## src/sv/zero_crossing_pitch_detector_top_macros.svh

```systemverilog
// Assertion macros for the pitch detector. Both expect clk and rst_n in scope.
`ifndef ZERO_CROSSING_PITCH_DETECTOR_TOP_MACROS_SVH
`define ZERO_CROSSING_PITCH_DETECTOR_TOP_MACROS_SVH
`ifndef SYNTH
`define ZCPD_CHECK(label, expr) \
    label: assert property (@(posedge clk) disable iff (!rst_n) (expr)) \
        else $error("zcpd check failed");
`define ZCPD_CHECK_NEXT(label, ante, cons) \
    label: assert property (@(posedge clk) disable iff (!rst_n) (ante) |=> (cons)) \
        else $error("zcpd sequence check failed");
`else
`define ZCPD_CHECK(label, expr)
`define ZCPD_CHECK_NEXT(label, ante, cons)
`endif
`endif

```

## src/sv/zcpd_pkg.sv

```systemverilog
`default_nettype none

package zcpd_pkg;

    localparam int DEF_COUNTER_BITS = 20;
    localparam int DEF_SAMPLE_BITS  = 24;

    localparam int FREQ_BITS     = 22;
    localparam int RATE_BITS     = 18;
    localparam int MINP_BITS     = 20;
    localparam int Q_FRAC_BITS   = 4;
    localparam int CFG_DATA_BITS = 22;
    localparam int CFG_IDX_BITS  = 2;
    localparam int QCNT_BITS     = $clog2(FREQ_BITS);

    localparam logic [CFG_IDX_BITS-1:0] REG_ENABLE      = 2'd0;
    localparam logic [CFG_IDX_BITS-1:0] REG_SAMPLE_RATE = 2'd1;
    localparam logic [CFG_IDX_BITS-1:0] REG_LOW_FREQ    = 2'd2;
    localparam logic [CFG_IDX_BITS-1:0] REG_MIN_PERIOD  = 2'd3;

    localparam logic [RATE_BITS-1:0] RST_SAMPLE_RATE = 18'd48000;
    localparam logic [FREQ_BITS-1:0] RST_LOW_FREQ    = '0;
    localparam logic [MINP_BITS-1:0] RST_MIN_PERIOD  = 20'd3;

    // controller -> datapath
    typedef struct packed {
        logic accept;   // input transfer this cycle
        logic start;    // accepted item is a crossing, load divider
        logic step;     // one quotient bit
        logic finish;   // form estimate, load result
    } dp_cmd_t;

    // datapath -> controller
    typedef struct packed {
        logic crossing; // current input is an accepted crossing
        logic out_busy; // result register full and stalled
    } dp_status_t;

endpackage

`default_nettype wire

```

## src/sv/zcpd_ctrl.sv

```systemverilog
`default_nettype none

`include "zero_crossing_pitch_detector_top_macros.svh"

module zcpd_ctrl
    import zcpd_pkg::*;
(
    input  wire logic       clk,
    input  wire logic       rst_n,
    input  wire logic       in_valid,
    output logic            in_stall,
    input  wire dp_status_t status,
    output dp_cmd_t         cmd
);

    typedef enum logic [2:0] {
        ST_IDLE = 3'b001,
        ST_DIV  = 3'b010,
        ST_FIN  = 3'b100
    } state_t;

    state_t                state_reg, state_next;
    logic [QCNT_BITS-1:0]  qcnt_reg, qcnt_next;

    assign in_stall = (state_reg != ST_IDLE) || status.out_busy;

    always_comb
    begin
        state_next = state_reg;
        qcnt_next  = qcnt_reg;
        cmd        = '0;
        case (state_reg)
            ST_IDLE:
            begin
                cmd.accept = in_valid && !in_stall;
                if (cmd.accept && status.crossing)
                begin
                    cmd.start  = 1'b1;
                    qcnt_next  = QCNT_BITS'(FREQ_BITS - 1);
                    state_next = ST_DIV;
                end
            end
            ST_DIV:
            begin
                cmd.step  = 1'b1;
                qcnt_next = qcnt_reg - 1'b1;
                if (qcnt_reg == '0)
                    state_next = ST_FIN;
            end
            ST_FIN:
            begin
                // hold the estimate until the result register is free
                if (!status.out_busy)
                begin
                    cmd.finish = 1'b1;
                    state_next = ST_IDLE;
                end
            end
            default:
            begin
                state_next = ST_IDLE;
            end
        endcase
    end

    always_ff @(posedge clk or negedge rst_n)
    begin
        if (!rst_n)
        begin
            state_reg <= ST_IDLE;
            qcnt_reg  <= '0;
        end
        else
        begin
            state_reg <= state_next;
            qcnt_reg  <= qcnt_next;
        end
    end

    `ZCPD_CHECK_NEXT(a_start_enters_div, cmd.start, state_reg == ST_DIV)
    `ZCPD_CHECK_NEXT(a_last_step_to_fin, state_reg == ST_DIV && qcnt_reg == '0,
                     state_reg == ST_FIN)

endmodule

`default_nettype wire

```

## src/sv/zcpd_datapath.sv

```systemverilog
`default_nettype none

`include "zero_crossing_pitch_detector_top_macros.svh"

module zcpd_datapath
    import zcpd_pkg::*;
#(
    parameter int COUNTER_BITS = DEF_COUNTER_BITS,
    parameter int SAMPLE_BITS  = DEF_SAMPLE_BITS
)
(
    input  wire logic                       clk,
    input  wire logic                       rst_n,
    input  wire logic signed [SAMPLE_BITS-1:0] sample,
    input  wire logic                       out_stall,
    output logic                            out_valid,
    output logic [FREQ_BITS-1:0]            frequency,
    output logic                            in_range,
    output logic                            detected,
    input  wire logic                       cfg_we,
    input  wire logic [CFG_IDX_BITS-1:0]    cfg_index,
    input  wire logic [CFG_DATA_BITS-1:0]   cfg_data,
    input  wire dp_cmd_t                    cmd,
    output dp_status_t                      status
);

    localparam int DIV_BITS = COUNTER_BITS + 1;
    localparam int CMP_BITS = (COUNTER_BITS > MINP_BITS) ? COUNTER_BITS : MINP_BITS;

    // configuration
    logic                   enable_reg;
    logic [RATE_BITS-1:0]   rate_reg;
    logic [FREQ_BITS-1:0]   low_reg;
    logic [MINP_BITS-1:0]   minp_reg;

    // detector state
    logic                    prev_pos_reg;
    logic [COUNTER_BITS-1:0] count_reg;
    logic [COUNTER_BITS-1:0] hist_reg [3];
    logic [FREQ_BITS-1:0]    freq_reg;
    logic                    range_reg;

    // divider
    logic [FREQ_BITS-1:0]    quo_reg;
    logic [DIV_BITS-1:0]     rem_reg;
    logic [DIV_BITS-1:0]     div_reg;
    logic                    div_zero_reg;
    logic                    alt_reg;

    // result register
    logic                    out_valid_reg;
    logic [FREQ_BITS-1:0]    out_freq_reg;
    logic                    out_range_reg;
    logic                    out_det_reg;

    logic                    pos;
    logic [COUNTER_BITS-1:0] diff_h1;
    logic [COUNTER_BITS-1:0] diff_h0;
    logic                    alt;
    logic [DIV_BITS-1:0]     divisor;
    logic [DIV_BITS:0]       trial;
    logic                    trial_ge;
    logic [FREQ_BITS-1:0]    quo_final;
    logic [FREQ_BITS:0]      avg_sum;
    logic [FREQ_BITS-1:0]    est;
    logic                    est_hit;
    logic                    load_direct;

    assign pos = (sample != '0) && !sample[SAMPLE_BITS-1];

    assign status.crossing = enable_reg && pos && !prev_pos_reg &&
                             (CMP_BITS'(count_reg) >= CMP_BITS'(minp_reg));
    assign status.out_busy = out_valid_reg && out_stall;

    // new interval is count_reg; it becomes hist[0], old hist[0..1] move down
    assign diff_h1 = (count_reg >= hist_reg[1]) ? count_reg - hist_reg[1]
                                                : hist_reg[1] - count_reg;
    assign diff_h0 = (count_reg >= hist_reg[0]) ? count_reg - hist_reg[0]
                                                : hist_reg[0] - count_reg;
    assign alt     = (diff_h1 <= COUNTER_BITS'(1)) && (diff_h0 > COUNTER_BITS'(1));
    assign divisor = alt ? ({1'b0, count_reg} + {1'b0, hist_reg[0]})
                         : {1'b0, count_reg};

    // restoring divider, one quotient bit a cycle
    assign trial    = {rem_reg, quo_reg[FREQ_BITS-1]};
    assign trial_ge = trial >= {1'b0, div_reg};

    assign quo_final = div_zero_reg ? '0 : quo_reg;
    assign avg_sum   = {1'b0, freq_reg} + {1'b0, quo_final};
    assign est       = alt_reg ? quo_final : avg_sum[FREQ_BITS:1];
    assign est_hit   = est > low_reg;

    assign load_direct = cmd.accept && !cmd.start;

    always_ff @(posedge clk or negedge rst_n)
    begin
        if (!rst_n)
        begin
            enable_reg <= 1'b1;
            rate_reg   <= RST_SAMPLE_RATE;
            low_reg    <= RST_LOW_FREQ;
            minp_reg   <= RST_MIN_PERIOD;
        end
        else if (cfg_we)
        begin
            case (cfg_index)
                REG_ENABLE:      enable_reg <= cfg_data[0];
                REG_SAMPLE_RATE: rate_reg   <= cfg_data[RATE_BITS-1:0];
                REG_LOW_FREQ:    low_reg    <= cfg_data[FREQ_BITS-1:0];
                REG_MIN_PERIOD:  minp_reg   <= cfg_data[MINP_BITS-1:0];
                default:         ;
            endcase
        end
    end

    always_ff @(posedge clk or negedge rst_n)
    begin
        if (!rst_n)
        begin
            prev_pos_reg <= 1'b1;
            count_reg    <= '0;
            hist_reg[0]  <= '0;
            hist_reg[1]  <= '0;
            hist_reg[2]  <= '0;
            freq_reg     <= '0;
            range_reg    <= 1'b0;
        end
        else
        begin
            if (cmd.accept && enable_reg)
            begin
                prev_pos_reg <= pos;
                if (cmd.start)
                    count_reg <= COUNTER_BITS'(1);
                else if (count_reg != '1)
                    count_reg <= count_reg + 1'b1;
            end
            if (cmd.start)
            begin
                hist_reg[0] <= count_reg;
                hist_reg[1] <= hist_reg[0];
                hist_reg[2] <= hist_reg[1];
            end
            if (cmd.finish)
            begin
                freq_reg  <= est_hit ? est : '0;
                range_reg <= est_hit;
            end
        end
    end

    always_ff @(posedge clk)
    begin
        if (cmd.start)
        begin
            quo_reg      <= {rate_reg, Q_FRAC_BITS'(0)};
            rem_reg      <= '0;
            div_reg      <= divisor;
            div_zero_reg <= (divisor == '0);
            alt_reg      <= alt;
        end
        else if (cmd.step)
        begin
            quo_reg <= {quo_reg[FREQ_BITS-2:0], trial_ge};
            rem_reg <= trial_ge ? DIV_BITS'(trial - {1'b0, div_reg})
                                : trial[DIV_BITS-1:0];
        end
    end

    always_ff @(posedge clk or negedge rst_n)
    begin
        if (!rst_n)
            out_valid_reg <= 1'b0;
        else if (load_direct || cmd.finish)
            out_valid_reg <= 1'b1;
        else if (!out_stall)
            out_valid_reg <= 1'b0;
    end

    always_ff @(posedge clk)
    begin
        if (load_direct)
        begin
            out_freq_reg  <= enable_reg ? freq_reg : '0;
            out_range_reg <= enable_reg && range_reg;
            out_det_reg   <= 1'b0;
        end
        else if (cmd.finish)
        begin
            out_freq_reg  <= est_hit ? est : '0;
            out_range_reg <= est_hit;
            out_det_reg   <= est_hit;
        end
    end

    assign out_valid = out_valid_reg;
    assign frequency = out_freq_reg;
    assign in_range  = out_range_reg;
    assign detected  = out_det_reg;

    `ZCPD_CHECK(a_det_has_range, !(out_valid_reg && out_det_reg) || out_range_reg)
    `ZCPD_CHECK(a_no_overwrite, !((load_direct || cmd.finish) && status.out_busy))

endmodule

`default_nettype wire

```

## src/sv/zero_crossing_pitch_detector_top.sv

```systemverilog
`default_nettype none

// Zero-crossing pitch detector: one signed sample per input transfer, one
// result (frequency in unsigned Q.4 Hz, in_range, detected) per sample.
// A sample that is not an accepted positive-going crossing has its result
// in the output register on the next cycle. An accepted crossing runs a
// restoring divider for 16*sample_rate over the interval (or over the sum
// of the last two intervals when they alternate); that takes the accepting
// transfer, the divider steps in ST_DIV and a finish step in ST_FIN, which
// waits while the output register is stalled, with in_stall high in ST_DIV
// and ST_FIN. in_stall is also high while a result waits in the output
// register under out_stall. Configuration writes take effect at the next
// edge and must only be issued while the block is idle.

module zero_crossing_pitch_detector_top
    import zcpd_pkg::*;
#(
    parameter int COUNTER_BITS = DEF_COUNTER_BITS,
    parameter int SAMPLE_BITS  = DEF_SAMPLE_BITS
)
(
    input  wire logic                          clk,
    input  wire logic                          rst_n,
    input  wire logic                          in_valid,
    output logic                               in_stall,
    input  wire logic signed [SAMPLE_BITS-1:0] sample,
    output logic                               out_valid,
    input  wire logic                          out_stall,
    output logic [FREQ_BITS-1:0]               frequency,
    output logic                               in_range,
    output logic                               detected,
    input  wire logic                          cfg_we,
    input  wire logic [CFG_IDX_BITS-1:0]       cfg_index,
    input  wire logic [CFG_DATA_BITS-1:0]      cfg_data
);

    dp_cmd_t    cmd;
    dp_status_t status;

    zcpd_ctrl u_ctrl
    (
        .clk      (clk),
        .rst_n    (rst_n),
        .in_valid (in_valid),
        .in_stall (in_stall),
        .status   (status),
        .cmd      (cmd)
    );

    zcpd_datapath
    #(
        .COUNTER_BITS (COUNTER_BITS),
        .SAMPLE_BITS  (SAMPLE_BITS)
    )
    u_datapath
    (
        .clk       (clk),
        .rst_n     (rst_n),
        .sample    (sample),
        .out_stall (out_stall),
        .out_valid (out_valid),
        .frequency (frequency),
        .in_range  (in_range),
        .detected  (detected),
        .cfg_we    (cfg_we),
        .cfg_index (cfg_index),
        .cfg_data  (cfg_data),
        .cmd       (cmd),
        .status    (status)
    );

endmodule

`default_nettype wire

```

## config.mk

```make
export PLATFORM = sky130hd
export DESIGN_NAME = zero_crossing_pitch_detector_top
export DESIGN_NICKNAME = d
export VERILOG_FILES = /design/src/sv/zcpd_pkg.sv /design/src/sv/zcpd_ctrl.sv /design/src/sv/zcpd_datapath.sv /design/src/sv/zero_crossing_pitch_detector_top.sv
export VERILOG_INCLUDE_DIRS = /design/src /design/src/sv
export SDC_FILE = /design/constraint.sdc
export NUM_CORES = 1
export LEC_CHECK = 0
export BUFFER_PORTS_ARGS = -buffer_cell sky130_fd_sc_hd__buf_2
export CAP_MARGIN = 5
export CORE_UTILIZATION = 45
export CTS_CLUSTER_DIAMETER = 80
export DETAILED_ROUTE_END_ITERATION = 6
export PLACE_DENSITY = 0.7
export SETUP_SLACK_MARGIN = 0.4
export SLEW_MARGIN = 25
export SYNTH_ARGS = -nofsm -noshare
export SYNTH_HDL_FRONTEND = slang
export SYNTH_SLANG_ARGS = --single-unit
```

## constraint.sdc

```tcl
create_clock -name clk -period 4.5 [get_ports clk]
set_input_delay 0.675 -clock clk [delete_from_list [all_inputs] [get_ports clk]]
set_output_delay 0.675 -clock clk [all_outputs]
set_load 0.01 [all_outputs]
```

; ---- Word-level counts from Yosys, hierarchy flattened
; Index checks and enable logic that the tools add are counted.
[op_classes]
mux = 29
n_div = 0
multipliers = 0
n_reduce_logical = 32
shifts = 0
order_cmp = 7
bitwise_logic = 0
addsub = 9
n_eq_ne = 12
[ops]
columns = cell, count
row1 = $mux 22, 8
row2 = $mux 20, 4
row3 = $sub 20x20->20, 4
row4 = $ge 20x20->1, 3
row5 = $mux 21, 2
row6 = $reduce_bool 24->1, 1
row7 = $add 22x22->23, 1
row8 = $ge 22x21->1, 1
row9 = $gt 22x22->1, 1
row10 = $add 20x20->21, 1
row11 = $logic_not 21->1, 1
row12 = $sub 21x21->21, 1
row13 = $add 20x1->20 const B, 1
row14 = $gt 20x1->1 const B, 1
row15 = $le 20x1->1 const B, 1
row16 = $ne 20x20->1 const B, 1
row17 = $reduce_and 2->1, 6
row18 = $logic_and 1x1->1, 11
row19 = $pmux 5 s2, 1
row20 = $mux 3, 3
row21 = $pmux 3 s3, 1
row22 = $mux 1, 8
row23 = $reduce_bool 2->1, 4
row24 = $ne 2x1->1 const B, 3
row25 = 15 further kinds, 20
[totals]
reg_bits = 244
ram_bits = 0
word_cells = 111
latch_bits = 0
out_inout_bits = 26
rom_bits = 0
in_bits = 53
mem_count = 0

; ---- Longest topological paths before layout
[depth]
depth_word = 12
depth_mapped = 22
ltp_nobuf = 21

; ---- Cells and area by module
; Synthesis repeated with hierarchy kept, for this count alone.
[hier_totals]
cells_unflattened = 2043
hier_area_um2 = 18662.9
[modules_own_cells]
columns = module, cells_per_inst, area_per_inst_um2, seq_area_each_um2, n_inst
row1 = zcpd_datapath, 1995, 18172.4, 6109.6, 1
row2 = zcpd_ctrl, 48, 490.5, 201.4, 1

; ---- Least setup slack after synthesis
; No wires, ideal clock.
[synth_path]
path_kind = reg2reg
from = register u_datapath.div_zero_reg
to = register u_datapath.out_freq_reg[15] (netlist: u_datapath.frequency[15]) (data pin)
path_stages_with_launch = 23
n_path_buf = 2
slack_ns = -0.371
setup_time_ns = 0.256
required_time_ns = 4.244
t_arrival_ns = 4.615
synth_period_minus_slack_ns = 4.871
path_cell_list = edfxtp_1 clkbuf_1 nand2b_1 fa_1 nor2b_1 o21a_1 o21ai_0 o311ai_0 nand2_1 o211ai_1 o311ai_0 o21a_1 nand2b_1 a32o_1 ha_1 a21o_1 a21o_1 a21oi_1 o21ai_0 o21ai_0 nor2_1 clkbuf_1 a22o_1
[synth_between]
elab_chain_cells = 7
[synth_rtl]
columns = element, line
row1 = "start, declared", zcpd_datapath.sv:47  ; logic div_zero_reg;
row2 = "start signal, assigned", zcpd_datapath.sv:159  ; div_zero_reg <= (divisor == '0);
row3 = $mux 22 *, zcpd_datapath.sv:88  ; assign quo_final = div_zero_reg ? '0 : quo_reg;
row4 = $add 22x22->23, zcpd_datapath.sv:89  ; assign avg_sum = {1'b0, freq_reg} + {1'b0, quo_final};
row5 = $mux 22 *, zcpd_datapath.sv:90  ; assign est = alt_reg ? quo_final : avg_sum[FREQ_BITS:1];
row6 = $gt 22x22->1, zcpd_datapath.sv:91  ; assign est_hit = est > low_reg;
row7 = $mux 22 *, zcpd_datapath.sv:190  ; out_freq_reg <= est_hit ? est : '0;
row8 = $mux 22 *, zcpd_datapath.sv:188  ; else if (cmd.finish)
row9 = $mux 22 *, zcpd_datapath.sv:182  ; if (load_direct)
row10 = "end signal, assigned", zcpd_datapath.sv:184  ; out_freq_reg <= enable_reg ? freq_reg : '0;
row11 = "end signal, assigned", zcpd_datapath.sv:190
row12 = "end, declared", zcpd_datapath.sv:52  ; logic [FREQ_BITS-1:0] out_freq_reg;
; Mark *: on every way between the ends. The rest lies on a longest branch, timed or not. The select of a mux whose other input is x is not followed.
; A chain may end at the register's enable or synchronous reset.

; ---- Worst setup path in the final report
[layout_path]
from = register u_datapath.div_zero_reg
to = register u_datapath.out_freq_reg[0] (netlist: u_datapath.frequency[0]) (data pin)
; Same word-level chain as after synthesis.

==> summary.md <==
| Metric | Value |
|---|---|
| Switching share of power | 30.8% |
| Async SR Flop Fraction | 63.1% |
| Setup TNS | 0 ps |
| Highest clock rate | 222 MHz |
| Worst VDD drop | 302 µV |
| Most frequent cell after synthesis | nand2_1 |
| Sw power | 2.25 mW |
| Slowest CP cell | edfxtp_1 |
| First-pass DRT Iterations | 5 |
| Setup crit end kind | flop |
| Largest cells by area after synthesis | dfrtp_1 19%, ha_1 12%, edfxtp_1 10% |
| Die width | 206 µm |
| P_int | 5.05 mW |
| CTS Buf Count | 29 |
| Yosys warns | 0 |
| RePlAce Congestion | 0.977 |
| Via count | 16,600 |
| Total core area | 40,900 µm² |
| Top cells by count, synth | 186 x nand2_1, 185 x ha_1, 167 x inv_1, 167 x o21ai_0, 145 x a21oi_1 |
| RSZ-0062 raised after global routing | true |
| Post-Synthesis Cells | 2,071 |
| Delay-heaviest family, CP | compound AO/OA/AOI/OAI gates |
| Routed Antenna Nets | 0 |
| Highest metal layer with signal wires | met4 |
| Final hold vios | 0 |
| CTS H-tree depth | 1 |
| Combinational Power Share | 29.7% |
| Post-placement cell area | 21,000 µm² |
| Number of DRC markers in iteration 0 | 940 |
| Run status | completed |
| CTS sink count | 244 |
| Largest net degree at the start of global routing | 96 |
| Pleak | 10.1 nW |
| Critical path class | flop to flop |
| Die Span Y | 206 µm |
| Max Root-Sink Buffers | 3 |
| Clock skew | 12.3 ps |
| Yosys cell types | 101 |
| Register area | 6310 µm² |
| Worst r2r path cells | 23 |
| Max-slew violations | 0 |
| Routed wl met2 | 27,000 µm |
| Final setup violating endpoints | 0 |
| Critical path data arrival time | 4860 ps |
| Max_slew headroom | 31.2% |
| HP Class | input port to flop |
| Final Cell Area | 23,100 µm² |
| WP data required | 4870 ps |
| Reg-to-Reg Start | u_datapath.div_zero_reg$_DFFE_PP_ |
| Clk Latency, worst-skew pair | 570 ps |
| Final period util | 99.9% |
| Clk pin slew, worst setup/hold paths | 60 ps |
| FILL cells | 3,624 |
| Flop pwr share | 34.7% |
| Area growth from synthesis to layout | 23.7% |
| GRT Resource Usage Total | 26.0% |
| Sequential fraction of the synthesis area | 33.8% |
| Synth top area share | 19.0% |
| Tot Pwr | 7.29 mW |
| CP max FO | 10 |
| Clock share of power | 35.6% |
| WP depth | 23 |
| Post-synth EDFFs | 64 |
| IO buf count | 78 |
| Ratio of cells with drive above 1 in the final layout | 25.7% |
| Grt total ovfl | 0 |
| Critical path startpoint category | flop |
| Routed wl met3 | 2300 µm |
| Worst setup path start | u_datapath.div_zero_reg$_DFFE_PP_ |
| Worst path cell trace | buf_6 > nor2b_4 > nand2_2 > fa_2 > nor2b_1 > o21a_1 > o21ai_2 > o311ai_2 > nand2_1 > o211ai_1 > o311ai_2 > o21a_1 > nand2b_4 > a32o_2 > ha_4 > nand4_1 > nor2_1 > o31a_1 > o21ai_2 > buf_4 > buf_6 > buf_12 > o31ai_1 |
| Prevailing post-synth register cell | dfrtp_1 |
| DRC Markers | 0 |
| Final period demand of the worst path | 4500 ps |
| Reg-to-reg endpoint | u_datapath.frequency[0]$_DFFE_PP_ |
| Row count | 74 |
| Area occupied by multi-input gates | 12,000 µm² |
| Syn_nets | 2,316 |
| Diode count | 0 |
| DRT met1 WL | 23,800 µm |
| Vias in the first global route | 16,400 |
| Vias per inst | 5.72 |
| Routed WL | 55,600 µm |
| Ports | 79 |
| Die area | 42,400 µm² |
| Mapped Area | 18,700 µm² |
| Max reg flops | 40 |
| Initial antenna violation count | 0 |
| Nets | 2,589 |
| Worst hold slack | 354 ps |
| R2R Setup Slk | 3 ps |
| Syn Area/Cell | 9.03 µm² |
| Global-route wire length before repair | 86,900 µm |
| Critical Path Sink | u_datapath.frequency[0]$_DFFE_PP_ |
| Power Density | 315 nW/µm² |
| CP Buf/Inv Count | 4 |
| Worst Max-Slew Pin Slew | 1030 ps |
| Post-synthesis register bit count | 244 |
| Area leader, netlist | dfrtp_1 |
| Max_cap viols | 0 |
| Post-DP HPWL | 42,400 µm |
| Worst path max stage delay | 370 ps |
| Starting Density | 45.7% |
| Drt wl/cell | 19.2 µm |
| CTS tree | done |
| CTS root buf | clkbuf_16 |
## through the flow
| step | std cells | util, % | setup slack (ps) |
|---|---|---|---|
| global route | 2899 | 56.5 | -188 |
| CTS | 2886 | 55.4 | 15.6 |
| floorplan | 2071 | - | 257 |
| global placement | 2813 | 51.4 | -216 |
| finish | 2899 | 56.5 | 3.49 |
| detailed placement | 2813 | 51.4 | -221 |
## worst reg2reg max path: stages, from the launching register on
cell,delay (ps)
edfxtp_1,370
buf_6,160
nor2b_4,120
nand2_2,70
fa_2,370
nor2b_1,110
o21a_1,140
o21ai_2,80
o311ai_2,280
nand2_1,130
o211ai_1,210
o311ai_2,160
o21a_1,210
nand2b_4,140
a32o_2,290
ha_4,270
nand4_1,110
nor2_1,140
o31a_1,180
o21ai_2,80
buf_4,130
buf_6,120
buf_12,130
o31ai_1,290
## metal layers
| metal | vias up | GRT usage, % |
|---|---|---|
| li1 | 8011 | - |
| met1 | 7999 | 32.6 |
| met2 | 430 | 44.7 |
| met3 | 135 | 2.39 |
| met4 | 0 | 12.7 |
| met5 | - | 0 |
## layout by cell type, fill, tap and decap left out, types with 11 or more instances in the layout
cell type,count
nor2b_1,34
clkbuf_16,32
xor2_1,26
buf_4,224
xnor2_1,74
or3_1,17
o21ai_1,19
mux2_2,64
and3_1,11
mux2i_1,16
o21ai_2,11
nor3_1,37
dfrtp_1,140
o21ai_0,141
nand3b_1,13
o21a_1,24
ha_4,16
nand3_1,33
edfxtp_1,64
a31oi_1,11
ha_1,165
nand2b_1,22
buf_2,77
dfxtp_1,26
nor4_1,26
a21oi_1,138
a21o_1,39
nor2_1,127
a22o_1,49
dfstp_2,12
buf_6,12
inv_1,160
nand2_1,184
a211oi_1,12
mux2_4,17
nand4_1,22
## worst min path at each step
stage / from / to / cells after the start
2_1_floorplan: rst_n / u_ctrl.qcnt_reg[0]$_DFFE_PN0P_ / 0
3_3_place_gp: u_datapath.prev_pos_reg$_DFFE_PN1P_ / u_datapath.prev_pos_reg$_DFFE_PN1P_ / 2
3_5_place_dp: u_datapath.prev_pos_reg$_DFFE_PN1P_ / u_datapath.prev_pos_reg$_DFFE_PN1P_ / 2
4_1_cts: rst_n / u_datapath.freq_reg[5]$_DFFE_PN0P_ / 1
5_1_grt: cfg_data[20] / u_datapath.low_reg[20]$_DFFE_PN0P_ / 2
6_report: cfg_data[20] / u_datapath.low_reg[20]$_DFFE_PN0P_ / 2
## kinds of logic (layout without fill, tap and decap cells)
family	after synthesis	in the layout	share of synthesized area, %
muxes	99	99	6.12
and+or+nand+nor	594	594	15.6
adders and majority gates	192	192	13.1
xor gates and xnor gates	100	100	4.68
AOI/OAI and AO/OA	590	590	20.8
DFF	244	244	33.8
buffers and inverters	252	548	5.93
## area by class of cell
class / instances / area share, %
Clock buffer: 35 / 3.46
Sequential cell: 244 / 27.3
Multi-Input combinational cell: 1575 / 51.8
Inverter: 168 / 2.74
Clock inverter: 19 / 1.14
Timing Repair Buffer: 326 / 10.7
Tap cell: 532 / 2.88
## power groups by stage
| stage | Sequential (mW) | Combinational (mW) | Clock [mW] |
|---|---|---|---|
| after floorplan | 2.57 | 1.21 | 0 |
| after global placement | 2.56 | 1.84 | 0 |
| after detailed placement | 2.56 | 1.88 | 0 |
| after CTS | 2.53 | 2.06 | 2.62 |
| after global routing | 2.55 | 2.34 | 2.72 |
| final | 2.53 | 2.17 | 2.59 |
## what timing repair did
action                                 4_1_cts  5_1_grt
setup buffers                               17       10
endpoints found under the hold margin        0       21
pin swaps                                   20       26
cloned                                       2        1
hold buffers                                 0        1
gates resized for setup                     67       83
setup endpoints to repair                   70       85
Power figures use the tool's default switching activity.
